[src/rtl/bcal_pkg.sv]
// shared types, codes and constants of the bisection calibrator
`timescale 1ns / 1ps

package bcal_pkg;

	// lane count on the ports, lanes in use, and value width
	localparam int NCH        = 6;
	localparam int CHANNELS   = 6;
	localparam int VALUE_BITS = 16;

	typedef logic [VALUE_BITS-1:0] value_t;

	// lanes that are really built and checked
	localparam logic [NCH-1:0] LANE_ACTIVE = NCH'((64'd1 << CHANNELS) - 64'd1);

	// stream packing
	localparam int IN_DATA_BITS  = NCH * VALUE_BITS;
	localparam int OUT_USED_BITS = NCH * VALUE_BITS + NCH + 1;
	localparam int OUT_DATA_BITS = ((OUT_USED_BITS + 7) / 8) * 8;

	// input item kinds
	localparam logic [1:0] KIND_PAPER  = 2'd0;
	localparam logic [1:0] KIND_VERIFY = 2'd1;
	localparam logic [1:0] KIND_MEAS   = 2'd2;

	// result item events
	localparam logic [1:0] EV_MEASURE    = 2'd0;
	localparam logic [1:0] EV_PAPER_DONE = 2'd1;
	localparam logic [1:0] EV_OPEN_DONE  = 2'd2;

	// configuration register indexes
	localparam int CFG_IDX_BITS = 3;
	localparam logic [CFG_IDX_BITS-1:0] CFG_MIN_EMISSION    = 3'd0;
	localparam logic [CFG_IDX_BITS-1:0] CFG_MAX_EMISSION    = 3'd1;
	localparam logic [CFG_IDX_BITS-1:0] CFG_PAPER_REFERENCE = 3'd2;
	localparam logic [CFG_IDX_BITS-1:0] CFG_PAPER_TOLERANCE = 3'd3;
	localparam logic [CFG_IDX_BITS-1:0] CFG_OPEN_REFERENCE  = 3'd4;
	localparam logic [CFG_IDX_BITS-1:0] CFG_OPEN_TOLERANCE  = 3'd5;

	// register reset values
	localparam int MIN_RESET_VAL = 0;
	localparam int MAX_RESET_VAL = 5000;
	localparam value_t MIN_RESET       = value_t'(MIN_RESET_VAL);
	localparam value_t MAX_RESET       = value_t'(MAX_RESET_VAL);
	localparam value_t PAPER_REF_RESET = value_t'(1100);
	localparam value_t PAPER_TOL_RESET = value_t'(100);
	localparam value_t OPEN_REF_RESET  = value_t'(5000);
	localparam value_t OPEN_TOL_RESET  = value_t'(100);
	localparam value_t CHOSEN_RESET    = value_t'((MIN_RESET_VAL + MAX_RESET_VAL) / 2);

	// calibration phase
	typedef enum logic [1:0] {
		PH_IDLE,
		PH_SEARCH,
		PH_FINAL,
		PH_VERIFY
	} phase_t;

	// control broadcast to every lane
	typedef struct packed {
		logic   load;
		logic   narrow;
		logic   commit;
		logic   use_chosen;
		value_t min_emission;
		value_t max_emission;
		value_t search_ref;
		value_t check_ref;
		value_t check_tol;
	} lane_ctrl_t;

	// what one lane reports back
	typedef struct packed {
		value_t drive;
		logic   open;
		logic   pass;
	} lane_stat_t;

	// merged per-item outcome from the controller
	typedef struct packed {
		logic           has_result;
		logic [1:0]     event_res;
		logic [NCH-1:0] pass_mask;
		logic           all_pass;
	} merge_t;

	// one result item
	typedef struct packed {
		logic           all_pass;
		logic [NCH-1:0] pass_mask;
		logic [NCH-1:0][VALUE_BITS-1:0] drive;
		logic [1:0]     event_res;
	} result_t;

endpackage

[src/rtl/bcal_lane.sv]
// one calibration lane: bisection bounds, chosen drive and tolerance check
`timescale 1ns / 1ps

module bcal_lane (
	input  logic                 clk,
	input  logic                 arst_n,
	input  bcal_pkg::lane_ctrl_t ctrl,
	input  bcal_pkg::value_t     reading,
	output bcal_pkg::lane_stat_t stat
);

	bcal_pkg::value_t low_q, high_q, mid_q, chosen_q;
	logic             open_q;

	bcal_pkg::value_t low_n, high_n, req_drive, diff;
	logic [bcal_pkg::VALUE_BITS:0] sum;
	logic             open_n;

	// next bounds: reload on start, halve on a search measurement
	always_comb begin
		low_n  = low_q;
		high_n = high_q;
		if (ctrl.load) begin
			low_n  = ctrl.min_emission;
			high_n = ctrl.max_emission;
		end else if (ctrl.narrow && open_q) begin
			if (reading < ctrl.search_ref) begin
				low_n = mid_q + bcal_pkg::value_t'(1);
			end else begin
				high_n = mid_q;
			end
		end
	end

	// request drive from the new bounds
	always_comb begin
		sum       = {1'b0, low_n} + {1'b0, high_n};
		open_n    = low_n < high_n;
		req_drive = open_n ? sum[bcal_pkg::VALUE_BITS:1] : low_n;
	end

	// absolute deviation check
	always_comb begin
		if (reading >= ctrl.check_ref) begin
			diff = reading - ctrl.check_ref;
		end else begin
			diff = ctrl.check_ref - reading;
		end
	end

	// lane report
	always_comb begin
		if (ctrl.use_chosen) begin
			stat.drive = chosen_q;
		end else if (ctrl.commit) begin
			stat.drive = low_q;
		end else begin
			stat.drive = req_drive;
		end
		stat.open = open_n;
		stat.pass = diff <= ctrl.check_tol;
	end

	// lane state
	always_ff @(posedge clk or negedge arst_n) begin
		if (!arst_n) begin
			low_q    <= '0;
			high_q   <= '0;
			mid_q    <= '0;
			open_q   <= 1'b0;
			chosen_q <= bcal_pkg::CHOSEN_RESET;
		end else begin
			low_q  <= low_n;
			high_q <= high_n;
			mid_q  <= req_drive;
			open_q <= open_n;
			if (ctrl.load) begin
				chosen_q <= '0;
			end else if (ctrl.commit) begin
				chosen_q <= low_q;
			end
		end
	end

	// the final measurement fixes the converged low bound as the drive
	a_commit_low: assert property (@(posedge clk) disable iff (!arst_n)
		ctrl.commit |=> chosen_q == $past(low_q))
		else $error("chosen drive does not follow the converged low bound");

endmodule

[src/rtl/bcal_ctrl.sv]
// configuration registers, phase control and merge of the lane reports
`timescale 1ns / 1ps

module bcal_ctrl (
	input  logic                                clk,
	input  logic                                arst_n,
	input  logic                                cfg_valid,
	output logic                                cfg_ready,
	input  logic [bcal_pkg::CFG_IDX_BITS-1:0]   cfg_index,
	input  bcal_pkg::value_t                    cfg_data,
	input  logic                                take,
	input  logic [1:0]                          kind,
	input  logic [bcal_pkg::NCH-1:0]            lane_open,
	input  logic [bcal_pkg::NCH-1:0]            lane_pass,
	output bcal_pkg::lane_ctrl_t                lane_ctrl,
	output bcal_pkg::merge_t                    merge
);

	bcal_pkg::value_t min_q, max_q, paper_ref_q, paper_tol_q, open_ref_q, open_tol_q;
	bcal_pkg::phase_t phase_q, phase_n;
	logic             any_open;
	logic             is_meas, checking;

	assign cfg_ready = 1'b1;

	// configuration writes
	always_ff @(posedge clk or negedge arst_n) begin
		if (!arst_n) begin
			min_q       <= bcal_pkg::MIN_RESET;
			max_q       <= bcal_pkg::MAX_RESET;
			paper_ref_q <= bcal_pkg::PAPER_REF_RESET;
			paper_tol_q <= bcal_pkg::PAPER_TOL_RESET;
			open_ref_q  <= bcal_pkg::OPEN_REF_RESET;
			open_tol_q  <= bcal_pkg::OPEN_TOL_RESET;
		end else if (cfg_valid && cfg_ready) begin
			case (cfg_index)
				bcal_pkg::CFG_MIN_EMISSION:    min_q       <= cfg_data;
				bcal_pkg::CFG_MAX_EMISSION:    max_q       <= cfg_data;
				bcal_pkg::CFG_PAPER_REFERENCE: paper_ref_q <= cfg_data;
				bcal_pkg::CFG_PAPER_TOLERANCE: paper_tol_q <= cfg_data;
				bcal_pkg::CFG_OPEN_REFERENCE:  open_ref_q  <= cfg_data;
				bcal_pkg::CFG_OPEN_TOLERANCE:  open_tol_q  <= cfg_data;
				default: ;
			endcase
		end
	end

	// merge of lane convergence
	assign any_open = |(lane_open & bcal_pkg::LANE_ACTIVE);

	// next phase
	always_comb begin
		phase_n = phase_q;
		if (take) begin
			case (kind)
				bcal_pkg::KIND_PAPER:  phase_n = any_open ? bcal_pkg::PH_SEARCH : bcal_pkg::PH_FINAL;
				bcal_pkg::KIND_VERIFY: phase_n = bcal_pkg::PH_VERIFY;
				bcal_pkg::KIND_MEAS: begin
					case (phase_q)
						bcal_pkg::PH_SEARCH: if (!any_open) phase_n = bcal_pkg::PH_FINAL;
						bcal_pkg::PH_FINAL:  phase_n = bcal_pkg::PH_IDLE;
						bcal_pkg::PH_VERIFY: phase_n = bcal_pkg::PH_IDLE;
						default: ;
					endcase
				end
				default: ;
			endcase
		end
	end

	always_ff @(posedge clk or negedge arst_n) begin
		if (!arst_n) begin
			phase_q <= bcal_pkg::PH_IDLE;
		end else begin
			phase_q <= phase_n;
		end
	end

	// lane control and result merge
	always_comb begin
		is_meas  = kind == bcal_pkg::KIND_MEAS;
		checking = is_meas && (phase_q == bcal_pkg::PH_FINAL || phase_q == bcal_pkg::PH_VERIFY);

		lane_ctrl.load         = take && kind == bcal_pkg::KIND_PAPER;
		lane_ctrl.narrow       = take && is_meas && phase_q == bcal_pkg::PH_SEARCH;
		lane_ctrl.commit       = take && is_meas && phase_q == bcal_pkg::PH_FINAL;
		lane_ctrl.use_chosen   = kind == bcal_pkg::KIND_VERIFY ||
		                         (is_meas && phase_q == bcal_pkg::PH_VERIFY);
		lane_ctrl.min_emission = min_q;
		lane_ctrl.max_emission = max_q;
		lane_ctrl.search_ref   = paper_ref_q;
		lane_ctrl.check_ref    = (phase_q == bcal_pkg::PH_VERIFY) ? open_ref_q : paper_ref_q;
		lane_ctrl.check_tol    = (phase_q == bcal_pkg::PH_VERIFY) ? open_tol_q : paper_tol_q;

		case (kind)
			bcal_pkg::KIND_PAPER:  merge.has_result = 1'b1;
			bcal_pkg::KIND_VERIFY: merge.has_result = 1'b1;
			bcal_pkg::KIND_MEAS:   merge.has_result = phase_q != bcal_pkg::PH_IDLE;
			default:               merge.has_result = 1'b0;
		endcase

		if (is_meas && phase_q == bcal_pkg::PH_FINAL) begin
			merge.event_res = bcal_pkg::EV_PAPER_DONE;
		end else if (is_meas && phase_q == bcal_pkg::PH_VERIFY) begin
			merge.event_res = bcal_pkg::EV_OPEN_DONE;
		end else begin
			merge.event_res = bcal_pkg::EV_MEASURE;
		end

		if (checking) begin
			merge.pass_mask = lane_pass & bcal_pkg::LANE_ACTIVE;
			merge.all_pass  = &(lane_pass | ~bcal_pkg::LANE_ACTIVE);
		end else begin
			merge.pass_mask = '0;
			merge.all_pass  = 1'b0;
		end
	end

	// a done measurement always ends the run
	a_done_idle: assert property (@(posedge clk) disable iff (!arst_n)
		take && kind == bcal_pkg::KIND_MEAS &&
		(phase_q == bcal_pkg::PH_FINAL || phase_q == bcal_pkg::PH_VERIFY)
		|=> phase_q == bcal_pkg::PH_IDLE)
		else $error("phase not idle after a done measurement");

	// a verify start enters the verify phase from anywhere
	a_verify_enter: assert property (@(posedge clk) disable iff (!arst_n)
		take && kind == bcal_pkg::KIND_VERIFY |=> phase_q == bcal_pkg::PH_VERIFY)
		else $error("verify start did not enter the verify phase");

endmodule

[src/rtl/bcal_obuf.sv]
// output register with a skid stage for result items
`timescale 1ns / 1ps

module bcal_obuf (
	input  logic              clk,
	input  logic              arst_n,
	input  logic              push,
	input  bcal_pkg::result_t din,
	output logic              ready,
	output logic              out_valid,
	input  logic              out_ready,
	output bcal_pkg::result_t dout
);

	bcal_pkg::result_t main_q, skid_q;
	logic              main_v_q, skid_v_q;
	logic              pop;

	assign pop       = main_v_q && out_ready;
	assign ready     = !skid_v_q;
	assign out_valid = main_v_q;
	assign dout      = main_q;

	// valid flags
	always_ff @(posedge clk or negedge arst_n) begin
		if (!arst_n) begin
			main_v_q <= 1'b0;
			skid_v_q <= 1'b0;
		end else if (skid_v_q) begin
			if (pop) begin
				skid_v_q <= 1'b0;
			end
		end else if (push) begin
			if (main_v_q && !pop) begin
				skid_v_q <= 1'b1;
			end else begin
				main_v_q <= 1'b1;
			end
		end else if (pop) begin
			main_v_q <= 1'b0;
		end
	end

	// payload
	always_ff @(posedge clk) begin
		if (skid_v_q) begin
			if (pop) begin
				main_q <= skid_q;
			end
		end else if (push) begin
			if (main_v_q && !pop) begin
				skid_q <= din;
			end else begin
				main_q <= din;
			end
		end
	end

	// the skid stage only fills behind a held result
	a_skid_behind_main: assert property (@(posedge clk) disable iff (!arst_n)
		skid_v_q |-> main_v_q)
		else $error("skid item without a main item");

	// a result pushed behind a stalled one is parked, not dropped
	a_skid_catch: assert property (@(posedge clk) disable iff (!arst_n)
		push && main_v_q && !out_ready |=> skid_v_q && main_v_q)
		else $error("result lost behind a stalled output");

endmodule

[src/rtl/multichannel_bisection_calibrator.sv]
// top level of the six-lane bisection drive calibrator
// a result item is registered in the output buffer (in the skid stage first if a held result blocks it)
// throughput: one input item per cycle while s_tready is high; every lane updates its bounds in the accept cycle
// a two-deep output buffer keeps s_tready high while one result waits on m_tready
// reset: async active-low; bounds clear, chosen drives go to the midpoint of the
// reset search range, phase goes idle, config registers take their defaults
`timescale 1ns / 1ps

module multichannel_bisection_calibrator (
	input  logic                                   clk,
	input  logic                                   arst_n,
	input  logic                                   s_tvalid,
	output logic                                   s_tready,
	// reading_ch0 .. reading_ch5, 16 bits each from the lowest bit up
	input  logic [bcal_pkg::IN_DATA_BITS-1:0]      s_tdata,
	// kind
	input  logic [1:0]                             s_tuser,
	output logic                                   m_tvalid,
	input  logic                                   m_tready,
	// drive_ch0 .. drive_ch5, pass_mask, all_pass, zero pad bit
	output logic [bcal_pkg::OUT_DATA_BITS-1:0]     m_tdata,
	// event_res
	output logic [1:0]                             m_tuser,
	input  logic                                   cfg_valid,
	output logic                                   cfg_ready,
	input  logic [bcal_pkg::CFG_IDX_BITS-1:0]      cfg_index,
	input  logic [bcal_pkg::VALUE_BITS-1:0]        cfg_data
);

	logic [bcal_pkg::NCH-1:0][bcal_pkg::VALUE_BITS-1:0] readings;
	bcal_pkg::lane_stat_t [bcal_pkg::NCH-1:0]            lane_stat;
	logic [bcal_pkg::NCH-1:0]                            lane_open, lane_pass;
	bcal_pkg::lane_ctrl_t                                lane_ctrl;
	bcal_pkg::merge_t                                    merge;
	bcal_pkg::result_t                                   result, out_item;
	logic                                                take;

	assign readings = s_tdata;
	assign take     = s_tvalid && s_tready;

	// lanes
	for (genvar c = 0; c < bcal_pkg::NCH; c++) begin : g_lane
		if (c < bcal_pkg::CHANNELS) begin : g_on
			bcal_lane u_lane (
				.clk     (clk),
				.arst_n  (arst_n),
				.ctrl    (lane_ctrl),
				.reading (readings[c]),
				.stat    (lane_stat[c])
			);
		end else begin : g_off
			assign lane_stat[c] = '0;
		end
		assign lane_open[c]    = lane_stat[c].open;
		assign lane_pass[c]    = lane_stat[c].pass;
		assign result.drive[c] = lane_stat[c].drive;
	end

	// phase control and merge
	bcal_ctrl u_ctrl (
		.clk       (clk),
		.arst_n    (arst_n),
		.cfg_valid (cfg_valid),
		.cfg_ready (cfg_ready),
		.cfg_index (cfg_index),
		.cfg_data  (cfg_data),
		.take      (take),
		.kind      (s_tuser),
		.lane_open (lane_open),
		.lane_pass (lane_pass),
		.lane_ctrl (lane_ctrl),
		.merge     (merge)
	);

	assign result.event_res = merge.event_res;
	assign result.pass_mask = merge.pass_mask;
	assign result.all_pass  = merge.all_pass;

	// output buffer
	bcal_obuf u_obuf (
		.clk       (clk),
		.arst_n    (arst_n),
		.push      (take && merge.has_result),
		.din       (result),
		.ready     (s_tready),
		.out_valid (m_tvalid),
		.out_ready (m_tready),
		.dout      (out_item)
	);

	assign m_tuser = out_item.event_res;
	assign m_tdata = bcal_pkg::OUT_DATA_BITS'({out_item.all_pass, out_item.pass_mask,
	                                           out_item.drive});

endmodule

[config.mk]
export PLATFORM = sky130hd
export DESIGN_NAME = multichannel_bisection_calibrator
export DESIGN_NICKNAME = d
export VERILOG_FILES = /design/src/rtl/bcal_pkg.sv /design/src/rtl/bcal_lane.sv /design/src/rtl/bcal_ctrl.sv /design/src/rtl/bcal_obuf.sv /design/src/rtl/multichannel_bisection_calibrator.sv
export SDC_FILE = /design/constraint.sdc
export NUM_CORES = 2
export LEC_CHECK = 0
export BUFFER_PORTS_ARGS = -buffer_cell sky130_fd_sc_hd__buf_2
export CORE_ASPECT_RATIO = 0.7
export CORE_UTILIZATION = 40
export DETAILED_ROUTE_END_ITERATION = 7
export GPL_TIMING_DRIVEN = 0
export HOLD_SLACK_MARGIN = 0.05
export SLEW_MARGIN = 0
export SYNTH_ARGS = -nofsm -noshare
export SYNTH_HDL_FRONTEND = slang
export SYNTH_HIERARCHICAL = 1
export SYNTH_SLANG_ARGS = --single-unit
[constraint.sdc]
create_clock -name clk -period 16.8 [get_ports clk]
set_input_delay 3.36 -clock clk [delete_from_list [all_inputs] [get_ports clk]]
set_output_delay 3.36 -clock clk [all_outputs]
set_load 0.01 [all_outputs]
==> summary.md <==
| Metric | Value |
|---|---|
| Status | finished clean |
| Initial antenna violation count | 23 |
| Total gr overflow | 0 |
| Startpoint types | primary input |
| Clock sinks | 700 |
| Final ANT Viol Nets | 0 |
| R2R setup slack | 7.75 ns |
| CP Data Required Time | 17.34 ns |
| CP max-delay cell | and2_1 |
| Layout Nets | 6731 |
| Die X | between 400 and 500 µm |
| Mapped Area | 53900 µm² |
| Hold_buf cts | 0 |
| Synth top area share | 0.204 |
| CTS max path bufs | 3 |
| Crit path to | u_ctrl/phase_q[0] |
| HPWL Detailed | 143000 µm |
| H-tree level count | 3 |
| Hold Vio Cnt, Final | 0 |
| R2r endpoint | u_ctrl/phase_q[0] |
| CP dominant cell by count | clkbuf_1 |
| CTS tree | yes |
| Detailed-route via count | between 40000 and 50000 |
| Initial Util | 0.404 |
| Synth-to-Final Area Change | 11.3% |
| Ys Warns | 6 |
| Cell count after placement | roughly 7700 |
| Non-filler instance count after layout | 7862 |
| Final Hold Slack | 0.484 ns |
| Clock-pin slew on the worst setup and hold paths | 0.07 ns |
| Gate power share | 0.645 |
| Max cap viols | 0 |
| Row count | around 110 |
| Max-slew headroom | 0.0272 |
| DR DRC count | 0 |
| R2R Path Start | u_obuf/skid_v_q |
| CP max FO | 21 |
| Routability Congestion | 0.973 |
| Ratio of cells with drive above 1 in the final layout | 0.146 |
| Syn Inst Count | 5714 |
| Synth top area cells | dfrtp_1 (20%), ha_1 (13%), edfxtp_1 (12%), mux2_2 (5.8%), mux2i_1 (5.6%) |
| Clock power share | 0.123 |
| Syn avg cell area | around 9.4 µm² |
| Sw frac | 0.479 |
| Core area | 133000 µm² |
| Sequential area share after synthesis | 0.346 |
| CTS Buf Count | 72 |
| Die H | 309 µm |
| # setup viols final | 0 |
| PwrDens | about 230 nW/µm² |
| Min Clock Period, post-route | 10.86 ns |
| I/O pins | 231 |
| Drt pass-1 iters | 7 |
| First-pass GRT wire length | 278000 µm |
| Syn Nets | about 6400 |
| Root buffer cell | clkbuf_16 |
| FF+latch count, synth | 700 |
| Slew @ Worst Pin | 1.46 ns |
| Reg2Reg Depth | 23 |
| Number of gates resized after CTS | 0 |
| Switch Pwr | 6.65 mW |
| P_leak | approximately 27 nW |
| Max Slew Vio Count | 0 |
| Worst Skew | 0.0291 ns |
| Final Power | 13.9 mW |
| Worst path cell trace | buf_2, inv_1, ha_1, and2_1, clkbuf_1, clkbuf_1, clkbuf_1, clkbuf_1, clkbuf_1, nand2_1, o21ai_0, ha_1, or4b_2, a31oi_1, and4b_1, o31ai_4, nand4_4, inv_2, buf_4, or4_1, a2111oi_0, nor3_1 |
| Biggest cell delay along the critical path | 1.09 ns |
| Setup CP Type | in -> reg |
| CP Launch Point | s_tuser[0] |
| Fmax | roughly 92 MHz |
| Peak supply drop | between 0.1 and 0.15 mV |
| I/O Buffers | around 230 |
| Wire length per cell | 23.8 µm |
| Worst min path class | reg -> reg |
| Crit path capture type | flip-flop |
| Setup TNS | 0 ns |
| Post-CTS Setup Bufs | 0 |
| Routed wire length | about 190000 µm |
| Final worst path period share | 0.646 |
| DRT iter0 DRCs | roughly 4200 |
| Later-pin clock latency in the skew report | 0.67 ns |
| Die Area | 136000 µm² |
| Largest net degree at the start of global routing | 119 |
| Main synth FF type | dfrtp_1 |
| Asr flop ratio synth | 0.700 |
| Worst Path Arrival | 11.40 ns |
| Flop pwr share | 0.232 |
| Internal Power | 7.23 mW |
| Vias in the first global route | about 43000 |
| Cell taking the most area after synthesis | dfrtp_1 |
| Vias per cell | 5.69 |
| Total Routing Usage GR | 0.272 |
| RSZ-0062 raised after global routing | false |
| Post-synth EDFFs | 210 |
| Cell variety after synth | 119 |
-- how the worst min path moves through the flow --
stage / from / to / slack [ns] / cells after the start
after CTS: g_lane[4].g_on.u_lane/chosen_q[2] / g_lane[4].g_on.u_lane/chosen_q[2] / 0.48 / 2
after global placement: g_lane[5].g_on.u_lane/chosen_q[8] / g_lane[5].g_on.u_lane/chosen_q[8] / 0.47 / 2
after detailed placement: g_lane[4].g_on.u_lane/chosen_q[2] / g_lane[4].g_on.u_lane/chosen_q[2] / 0.47 / 2
final: g_lane[4].g_on.u_lane/chosen_q[2] / g_lane[4].g_on.u_lane/chosen_q[2] / 0.48 / 2
after floorplan: g_lane[4].g_on.u_lane/chosen_q[8] / g_lane[4].g_on.u_lane/chosen_q[8] / 0.46 / 2
after global routing: g_lane[4].g_on.u_lane/chosen_q[2] / g_lane[4].g_on.u_lane/chosen_q[2] / 0.49 / 2
-- flip-flops by register name, indices dropped and copies added (netlist names), 16 cells and up --
signal and count:
u_ctrl/open_tol_q 16, g_lane.g_on.u_lane/chosen_q 96, u_ctrl/paper_ref_q 16, u_ctrl/paper_tol_q 16, g_lane.g_on.u_lane/low_q 96, u_ctrl/max_q 16
u_obuf/skid_q 105, g_lane.g_on.u_lane/mid_q 96, u_ctrl/open_ref_q 16, g_lane.g_on.u_lane/high_q 96, u_ctrl/min_q 16, u_obuf/dout 105
-- per-layer routing --
metal / track usage / routed length (µm)
met5: 0 / 13
met3: 0.0645 / 16600
met1: 0.397 / 86900
met2: 0.397 / 78100
met4: 0.0794 / 5640
-- synth_stat cells (all sizes together) (64+ instances only) --
master	count
clkbuf	150
edfxtp	210
buf	88
nand2	426
dfrtp	440
nand2b	64
ha	563
nand3	93
o21a	94
mux2	313
xnor2	141
nor2	350
a21o	122
a21oi	446
o21ai	357
o21bai	69
xor2	80
mux2i	302
inv	617
-- metrics by stage --
step,setup WS (ns),area (µm²),utilization
final,5.94,60000,0.450
after global routing,5.71,60000,0.450
after CTS,6.24,60000,0.449
after detailed placement,5.52,57500,0.431
after global placement,-4.90,57200,0.429
after floorplan,1.67,53900,-
-- worst max-delay path: cells and delay by family --
kind,cells,cell delay [ns]
buf+inv,9,3.15
simple gates,7,3.14
compound gates,4,1.10
fa+ha+maj,2,0.55
-- placed cells by master, fill, tap and decap left out, types with 31 or more instances in the layout --
master / instances
inv_1: 610
ha_1: 563
a21oi_1: 441
dfrtp_1: 440
nand2_1: 426
nor2_1: 346
o21ai_0: 314
mux2i_1: 302
mux2_2: 276
buf_2: 264
edfxtp_1: 210
clkbuf_1: 164
xnor2_1: 141
a21o_1: 122
o21a_1: 94
nand3_1: 93
xor2_1: 80
clkbuf_16: 76
o21bai_1: 69
nand2b_1: 62
nand4_1: 59
nor2b_1: 59
nor3_1: 54
dfstp_2: 50
a31oi_1: 43
and3_1: 42
o21ai_1: 41
mux2_4: 33
buf_6: 31
-- cells by family (layout without fill, tap and decap cells) --
family,after synthesis,in the layout,synth area share
adder cells (fa/ha/maj),581,581,0.137
other,2,12,0.000139
buffers and inverters,856,1227,0.0651
AO/OA/AOI/OAI,1416,1416,0.171
XOR/XNOR,221,221,0.0359
AND/OR/NAND/NOR,1323,1323,0.121
multiplexers,615,615,0.124
flip-flops,700,700,0.346
-- cell type report --
class / count / area [µm²]
antenna: 10 / 25.0
buffer: 238 / 1180
clock buffer: 98 / 2050
clock inverter: 33 / 375
fill: 12900 / 73400
inverter: 618 / 2330
multi-input combinational: 4158 / 31800
sequential: 700 / 18600
tap: 1767 / 2210
timing repair buffer: 240 / 1400
-- power by group through the flow --
stage                     clock, mW  sequential, mW  combinational (mW)
after floorplan                   0            3.01                6.21
after global placement            0            3.26                8.62
after detailed placement          0            3.23                8.73
after CTS                      1.74            3.21                8.80
after global routing           1.80            3.28                9.78
final                          1.70            3.22                8.94
(Power assumes the default switching activity.)
